**config.mk**
```make
export PLATFORM = sky130hd
export DESIGN_NAME = rbnh_nearest
export DESIGN_NICKNAME = d
export VERILOG_FILES = /design/src/rtl/ray_box_nearest_hit_top_assert.svh /design/src/rtl/rbnh_pkg.sv /design/src/rtl/rbnh_nearest.sv
export SDC_FILE = /design/constraint.sdc
export NUM_CORES = 1
export LEC_CHECK = 0
export ABC_AREA = 1
export BUFFER_PORTS_ARGS = -buffer_cell sky130_fd_sc_hd__buf_2
export CELL_PAD_IN_SITES_DETAIL_PLACEMENT = 1
export CELL_PAD_IN_SITES_GLOBAL_PLACEMENT = 2
export CORE_ASPECT_RATIO = 1.75
export CORE_UTILIZATION = 30
export CTS_CLUSTER_DIAMETER = 30
export DETAILED_ROUTE_END_ITERATION = 8
export MAX_ROUTING_LAYER = met4
export PLACE_DENSITY = 0.79
export RECOVER_POWER = 25
export SYNTH_ARGS = -nofsm -noshare
export SYNTH_HDL_FRONTEND = slang
export SYNTH_SLANG_ARGS = --single-unit
```
**constraint.sdc**
```tcl
create_clock -name i_clk -period 9.84 [get_ports i_clk]
set_clock_uncertainty 0.05 [all_clocks]
set_input_delay 1.968 -clock i_clk [delete_from_list [all_inputs] [get_ports i_clk]]
set_output_delay 1.968 -clock i_clk [all_outputs]
set_load 0.005 [all_outputs]
```
**src/rtl/ray_box_nearest_hit_top_assert.svh**
```systemverilog
// Assertion macros used by the top file to check its own logic.
`ifndef RAY_BOX_NEAREST_HIT_TOP_ASSERT_SVH
`define RAY_BOX_NEAREST_HIT_TOP_ASSERT_SVH

// Same-cycle implication, disabled during reset.
`define RBNH_AST_SAME(lbl, ante, cons) \
    lbl: assert property (@(posedge i_clk) disable iff (!i_rst_n) (ante) |-> (cons)) \
        else $error("rbnh assertion failed");

// Next-cycle implication, disabled during reset.
`define RBNH_AST_NEXT(lbl, ante, cons) \
    lbl: assert property (@(posedge i_clk) disable iff (!i_rst_n) (ante) |=> (cons)) \
        else $error("rbnh assertion failed");

`endif

```
**src/rtl/rbnh_pkg.sv**
```systemverilog
`timescale 1ns / 1ps

package rbnh_pkg;

    localparam int COORD_WIDTH = 32;
    localparam int ID_WIDTH    = 32;
    localparam int FRAC_BITS   = 16;
    localparam int NUM_AXES    = 3;

    localparam int DIFF_WIDTH  = COORD_WIDTH + 1;
    localparam int PROD_WIDTH  = 2 * COORD_WIDTH + 1;
    localparam int SHIFT_WIDTH = PROD_WIDTH - FRAC_BITS;

    localparam int CFG_IDX_WIDTH = 3;

    typedef logic signed [COORD_WIDTH-1:0] t_coord;
    typedef logic signed [DIFF_WIDTH-1:0]  t_diff;
    typedef logic signed [PROD_WIDTH-1:0]  t_prod;
    typedef logic signed [SHIFT_WIDTH-1:0] t_shift;
    typedef logic [ID_WIDTH-1:0]           t_id;
    typedef logic [CFG_IDX_WIDTH-1:0]      t_cfg_idx;

    localparam t_coord COORD_MAX = {1'b0, {(COORD_WIDTH-1){1'b1}}};
    localparam t_coord COORD_MIN = {1'b1, {(COORD_WIDTH-1){1'b0}}};
    localparam t_shift SHIFT_MAX = SHIFT_WIDTH'(COORD_MAX);
    localparam t_shift SHIFT_MIN = SHIFT_WIDTH'(COORD_MIN);
    localparam t_prod  TRUNC_BIAS = t_prod'({FRAC_BITS{1'b1}});

    // Register indexes of the configuration port
    localparam t_cfg_idx CFG_ORIGIN_X  = 3'd0;
    localparam t_cfg_idx CFG_ORIGIN_Y  = 3'd1;
    localparam t_cfg_idx CFG_ORIGIN_Z  = 3'd2;
    localparam t_cfg_idx CFG_INV_DIR_X = 3'd3;
    localparam t_cfg_idx CFG_INV_DIR_Y = 3'd4;
    localparam t_cfg_idx CFG_INV_DIR_Z = 3'd5;

    // Box flags travelling alongside the slab datapath
    typedef struct packed {
        logic visible;
        logic first;
        t_id  id;
    } t_side;

    // Tested box handed to the nearest-hit tracker
    typedef struct packed {
        logic   vld;
        logic   first;
        logic   hit;
        t_coord hit_dist;
        t_id    id;
    } t_hit_item;

    // Shift right by the fraction, rounding toward zero, then saturate
    function automatic t_coord slab_sat(input t_prod p);
        t_prod  biased;
        t_shift q;
        biased = p + (p[PROD_WIDTH-1] ? TRUNC_BIAS : '0);
        q      = t_shift'(biased[PROD_WIDTH-1:FRAC_BITS]);
        if (q > SHIFT_MAX) begin
            return COORD_MAX;
        end else if (q < SHIFT_MIN) begin
            return COORD_MIN;
        end
        return q[COORD_WIDTH-1:0];
    endfunction

endpackage

```
**src/rtl/rbnh_nearest.sv**
```systemverilog
`timescale 1ns / 1ps

// Nearest-hit state, result register and skid stage.
module rbnh_nearest (
    input  logic                i_clk,
    input  logic                i_rst_n,
    input  rbnh_pkg::t_hit_item i_item,
    output logic                o_advance,
    output logic                o_res_valid,
    input  logic                i_res_stall,
    output logic                o_res_box_hit,
    output rbnh_pkg::t_coord    o_res_box_distance,
    output logic                o_res_nearest_found,
    output rbnh_pkg::t_coord    o_res_nearest_distance,
    output rbnh_pkg::t_id       o_res_nearest_id
);

    typedef struct packed {
        logic             box_hit;
        rbnh_pkg::t_coord box_dist;
        logic             found;
        rbnh_pkg::t_coord best_dist;
        rbnh_pkg::t_id    best_id;
    } t_res;

    logic             r_found;
    rbnh_pkg::t_coord r_best_dist;
    rbnh_pkg::t_id    r_best_id;

    logic             base_found, n_found;
    rbnh_pkg::t_coord base_dist, n_best_dist;
    rbnh_pkg::t_id    base_id, n_best_id;

    logic  r_out_vld, r_skid_vld;
    t_res  r_out, r_skid, n_res;
    logic  take, out_free;

    assign o_advance = !r_skid_vld;
    assign take      = o_advance && i_item.vld;
    assign out_free  = !r_out_vld || !i_res_stall;

    always_comb begin
        if (i_item.first) begin
            base_found = 1'b0;
            base_dist  = rbnh_pkg::COORD_MAX;
            base_id    = '0;
        end else begin
            base_found = r_found;
            base_dist  = r_best_dist;
            base_id    = r_best_id;
        end
        n_found     = base_found;
        n_best_dist = base_dist;
        n_best_id   = base_id;
        // strict less-than keeps the earlier box on a tie
        if (i_item.hit && (i_item.hit_dist < base_dist)) begin
            n_found     = 1'b1;
            n_best_dist = i_item.hit_dist;
            n_best_id   = i_item.id;
        end
        n_res = '{box_hit: i_item.hit, box_dist: i_item.hit_dist, found: n_found,
                  best_dist: n_best_dist, best_id: n_best_id};
    end

    always_ff @(posedge i_clk) begin
        if (!i_rst_n) begin
            r_found     <= 1'b0;
            r_best_dist <= rbnh_pkg::COORD_MAX;
            r_best_id   <= '0;
        end else if (take) begin
            r_found     <= n_found;
            r_best_dist <= n_best_dist;
            r_best_id   <= n_best_id;
        end
    end

    always_ff @(posedge i_clk) begin
        if (!i_rst_n) begin
            r_out_vld  <= 1'b0;
            r_skid_vld <= 1'b0;
        end else if (r_skid_vld) begin
            // drain the skid stage once the result is taken
            if (!i_res_stall) begin
                r_out      <= r_skid;
                r_skid_vld <= 1'b0;
            end
        end else if (take) begin
            if (out_free) begin
                r_out     <= n_res;
                r_out_vld <= 1'b1;
            end else begin
                r_skid     <= n_res;
                r_skid_vld <= 1'b1;
            end
        end else if (out_free) begin
            r_out_vld <= 1'b0;
        end
    end

    assign o_res_valid            = r_out_vld;
    assign o_res_box_hit          = r_out.box_hit;
    assign o_res_box_distance     = r_out.box_dist;
    assign o_res_nearest_found    = r_out.found;
    assign o_res_nearest_distance = r_out.best_dist;
    assign o_res_nearest_id       = r_out.best_id;

endmodule
```
After elaboration in Yosys (flattened, before gate mapping)
Cells that the tools add are included.
{"block": "word_totals", "reg_bits": 263, "in_bits": 70}
{"block": "op_classes", "reduce_logical": 11, "bitwise": 2, "mux": 17, "n_lt_le_gt_ge": 1, "eq_ne": 1}
{"op": "2-to-1 mux 98 bit", "n": 4}
{"op": "2-to-1 mux 32 bit", "n": 4}
{"op": "< comparator 32 bit", "n": 1}
{"op": "2-to-1 mux 1 bit", "n": 9}
{"op": "AND reduction 4 bit", "n": 2}
{"op": "nonzero test 2 bit", "n": 2}
{"op": "logical NOT 1 bit", "n": 3}
{"op": "logical AND 1 bit", "n": 2}
{"op": "inequality test 2 bit (second input constant)", "n": 1}
{"op": "NOT 1 bit", "n": 2}
{"op": "AND reduction 2 bit", "n": 1}
{"op": "logical OR 1 bit", "n": 1}

Longest topological paths before layout
{"block": "logic_depth", "word_depth": 7, "mapped_depth": 22}

Least setup slack after synthesis
Ideal clock, no wire load.
{"block": "synth_path", "kind": "input -> register", "startpoint": "input i_res_stall", "endpoint": "register r_out, in the netlist o_res_box_distance[0], enable pin", "arrival_ns": 6.822, "required_ns": 9.203, "setup_time_ns": 0.587, "path_slack_ns": 2.381, "path_stages": 3, "path_cell_list": "nand2_1 > nand2_1 > a21oi_1"}
{"block": "synth_via", "elab_chain_len": 4}
{"item": "start: declaration", "line_no": "rbnh_nearest.sv:10", "rtl": "input logic i_res_stall,"}
{"item": "logical NOT 1 bit"}
{"item": "logical OR 1 bit", "line_no": "rbnh_nearest.sv:40", "rtl": "assign out_free = !r_out_vld || !i_res_stall;"}
{"item": "nonzero test 2 bit (no line)"}
{"item": "AND reduction 4 bit (no line) *"}
{"item": "end signal: assignment", "line_no": "rbnh_nearest.sv:84", "rtl": "r_out <= r_skid;"}
{"item": "end signal: assignment", "line_no": "rbnh_nearest.sv:89", "rtl": "r_out <= n_res;"}
{"item": "end: declaration", "line_no": "rbnh_nearest.sv:35", "rtl": "t_res r_out, r_skid, n_res;"}
Mark *: on every way between the ends. The rest lies on a longest branch, timed or not.
A chain may end at the register's enable or synchronous reset.

Final worst setup path
{"block": "layout_path", "startpoint": "register r_skid_vld", "endpoint": "output o_advance"}
{"block": "layout_via", "elab_chain_len": 1}
{"item": "start: declaration", "line_no": "rbnh_nearest.sv:34", "rtl": "logic r_out_vld, r_skid_vld;"}
{"item": "start signal: assignment", "line_no": "rbnh_nearest.sv:80", "rtl": "r_skid_vld <= 1'b0;"}
{"item": "start signal: assignment", "line_no": "rbnh_nearest.sv:85", "rtl": "r_skid_vld <= 1'b0;"}
{"item": "start signal: assignment", "line_no": "rbnh_nearest.sv:93", "rtl": "r_skid_vld <= 1'b1;"}
{"item": "logical NOT 1 bit", "line_no": "rbnh_nearest.sv:38", "rtl": "assign o_advance = !r_skid_vld;"}
{"item": "end: declaration", "line_no": "rbnh_nearest.sv:8", "rtl": "output logic o_advance,"}
Every way passes these cells.

==> reports/qor.txt <==
Status -> complete, but fails checks
Violated checks -> design-rule violations, max-capacitance violations, max-slew violations
Num rows -> 96
Simple-gate share of the synthesized area -> 0.240
Worst path max stage delay -> 2170 ps
Post-Synthesis Cells -> 1267
CP cell instances -> clkinvlp_2, buf_2
TritonCTS Buffers -> 42
Top FF cell, synth -> edfxtp_1
Ports -> 170
Post-synthesis register bit count -> 263
Post-Synth Adder-Cell Area -> 0.0327
CTS tree -> done
Clock sinks -> 263
Type of origin of the critical path -> register
CP max-delay cell -> dfxtp_1
Count of cell types in the netlist -> 23
Drt initial violations -> 367
Register area -> 0.00723 mm^2
Worst skew pair latency -> 540 ps
Post-Syn Area per Cell -> 9.36 um^2
Fin cells -> 1938
Largest net degree at the start of global routing -> 74
Layout Nets -> 1511
TNS Setup -> 0 ps
PortBufs -> 169
Leak pwr -> 6.07 nW
Multi-input logic area -> 0.00394 mm^2
Max Root-Sink Buffers -> 3
Via count -> 9404
Vias per cell -> 4.85
CP endpoint -> o_advance
Final Hold Fails -> 0
Final setup fails -> 0
Synthesis Warnings -> 0
WL per Instance -> 17.9 um
Commonest cells after routing, fill and taps aside -> nand2_1, edfxtp_1, inv_1
Total GRT Usage -> 0.180
Final GP Congestion -> 0.796
Critical Path RT -> 7820 ps
FF-to-FF End -> r_skid[96]
Root Buffer -> clkbuf_16
Vias in the first global route -> 9997
Mux share of post-synthesis cell area -> 0
Synth area leader -> edfxtp_1
Post-Syn Area -> 0.0119 mm^2
DR DRC count -> 13
FF-to-FF path depth -> 6
Post-DP HPWL -> 20700 um
Internal reg-to-reg setup slack -> 2940 ps
Kind of critical path -> reg2out
Initial antenna violation count -> 4
Layout fillers -> 4510
Antenna viol nets, final -> 0
Synth Net Count -> 1368
Hold Buf Count CTS -> 0
CTS resizes -> 0
CP Data Arrival Time -> 5180 ps
Yosys top cell area share -> 0.496
Tightest Pin Transition -> 3840 ps
DP Cell Count -> 1856
Count of pins over their slew limit -> 254
RSZ-0062 raised after global routing -> no
Post-synth EDFFs -> 196
Sequential area share after synthesis -> 0.610
Detailed Route WL -> 34700 um
Post-synthesis xor/xnor area fraction -> 0
Crit-path max FO -> 67
First-pass GRT wire length -> 54600 um
DIE AREA -> 0.0404 mm^2
Peak supply drop -> 94.3 uV
Hold Path Class -> reg2reg
CTS clk-pin slew, worst paths -> 60 ps
Hold depth -> 2
Chip height -> 265 um
Grt total ovfl -> 0
Crit share post-route -> 0.732
Max-Cap Viols -> 4
Layout cells sized above 1 -> 0.136
PwrDens -> 218 mW/mm^2
Area delta synth->final -> 22.9%
Min cycle time layout -> 7200 ps
Post-synth ARST share -> 0
Ranking of synthesized cells by area -> edfxtp_1, nand2_1, dfxtp_1, nand3_1, a21oi_1
Core footprint -> 0.0390 mm^2
Fmax -> 0.139 GHz
Initial Util -> 0.304
Commonest non-fill, non-tap cell in the layout -> nand2_1
Main combinational cell family by area after synthesis -> simple AND/OR/NAND/NOR gates
Post CTS Setup Buffer Count -> 0
H-tree levels -> 2
Die Span X -> 152 um
CP Capture Type -> primary output
Crit. Startpoint -> r_skid_vld
Slew HR -> -1.56
R2r startpoint -> r_skid_vld
Synth Area in Compound Gates -> 0.0547
Pre-antenna DRT Iters -> 7
==> power by group <==
| part | leakage [nW] | internal (W) | switching [W] |
|---|---|---|---|
| logic | 2.99 | 0.0000901 | 0.000194 |
| clock network | 0.735 | 0.00105 | 0.000569 |
| registers | 2.34 | 0.00126 | 0.0000206 |
| total | 6.07 | 0.00240 | 0.000784 |
==> metal layers <==
layer / routed length (um) / vias up / global-route usage
li1: - / 4557 / -
met1: 13500 / 4610 / 0.192
met2: 18900 / 181 / 0.333
met3: 1250 / 56 / 0.0232
met4: 1020 / 0 / 0.0758
met5: 0 / - / -
==> logic make-up (layout without fill, tap and decap cells) <==
family,Yosys count,count (layout)
AOI/OAI and AO/OA,127,127
DFF,263,263
adders and majority gates,31,31
and+or+nand+nor,659,659
other,0,4
buffers and inverters,187,364
==> sequential cells by signal, summed over array words and instances, names as in the netlist <==
signal / cells
r_best_id: 32
r_skid: 98
o_res_box_hit: 1
o_res_nearest_id: 32
o_res_nearest_found: 1
o_res_nearest_distance: 32
o_res_box_distance: 32
r_skid_vld: 1
r_best_dist: 32
r_found: 1
o_res_valid: 1
==> how the worst min path moves through the flow <==
stage,start,end,slack (ps)
after floorplan,r_best_dist[29],r_best_dist[29],390
after global placement,r_best_dist[16],r_best_dist[16],400
after detailed placement,r_best_dist[15],r_best_dist[15],400
after CTS,r_best_dist[15],r_best_dist[15],420
after global routing,r_best_dist[15],r_best_dist[15],440
final,r_best_dist[15],r_best_dist[15],420
==> cell type report <==
type	instances	area share
Antenna cell	4	0.000687
Multi-Input combinational cell	817	0.271
Inverter	109	0.0283
Sequential cell	263	0.496
Clock buffer	46	0.0746
Tap cell	490	0.0421
Timing Repair Buffer	177	0.0563
Clock inverter	32	0.0312
==> through the flow <==
stage	hold WS [ps]	util	setup slack, ps	instance area, um^2	total power (W)
final	417	0.373	2640	14600	0.00318
after global routing	438	0.373	2160	14600	0.00330
after CTS	420	0.375	3620	14700	0.00322
after detailed placement	404	0.336	3080	13100	0.00159
after global placement	401	0.336	3100	13100	0.00158
after floorplan	391	-	2380	11900	0.00148
==> Yosys cell counts, types with 16 or more instances <==
| library cell | count |
|---|---|
| edfxtp_1 | 196 |
| buf_2 | 16 |
| inv_1 | 106 |
| o21ai_0 | 34 |
| a21oi_1 | 86 |
| and2_1 | 31 |
| dfxtp_1 | 67 |
| nor2_1 | 70 |
| ha_1 | 31 |
| nand4_1 | 67 |
| nand2_1 | 389 |
| clkbuf_1 | 50 |
| nand3_1 | 100 |
==> critical path: cells and delay by family, from the launching register on <==
kind,cells,cell delay (ps)
DFF,1,2170
buffers and inverters,2,2470
Note: power is estimated with default switching activity, not from simulation.
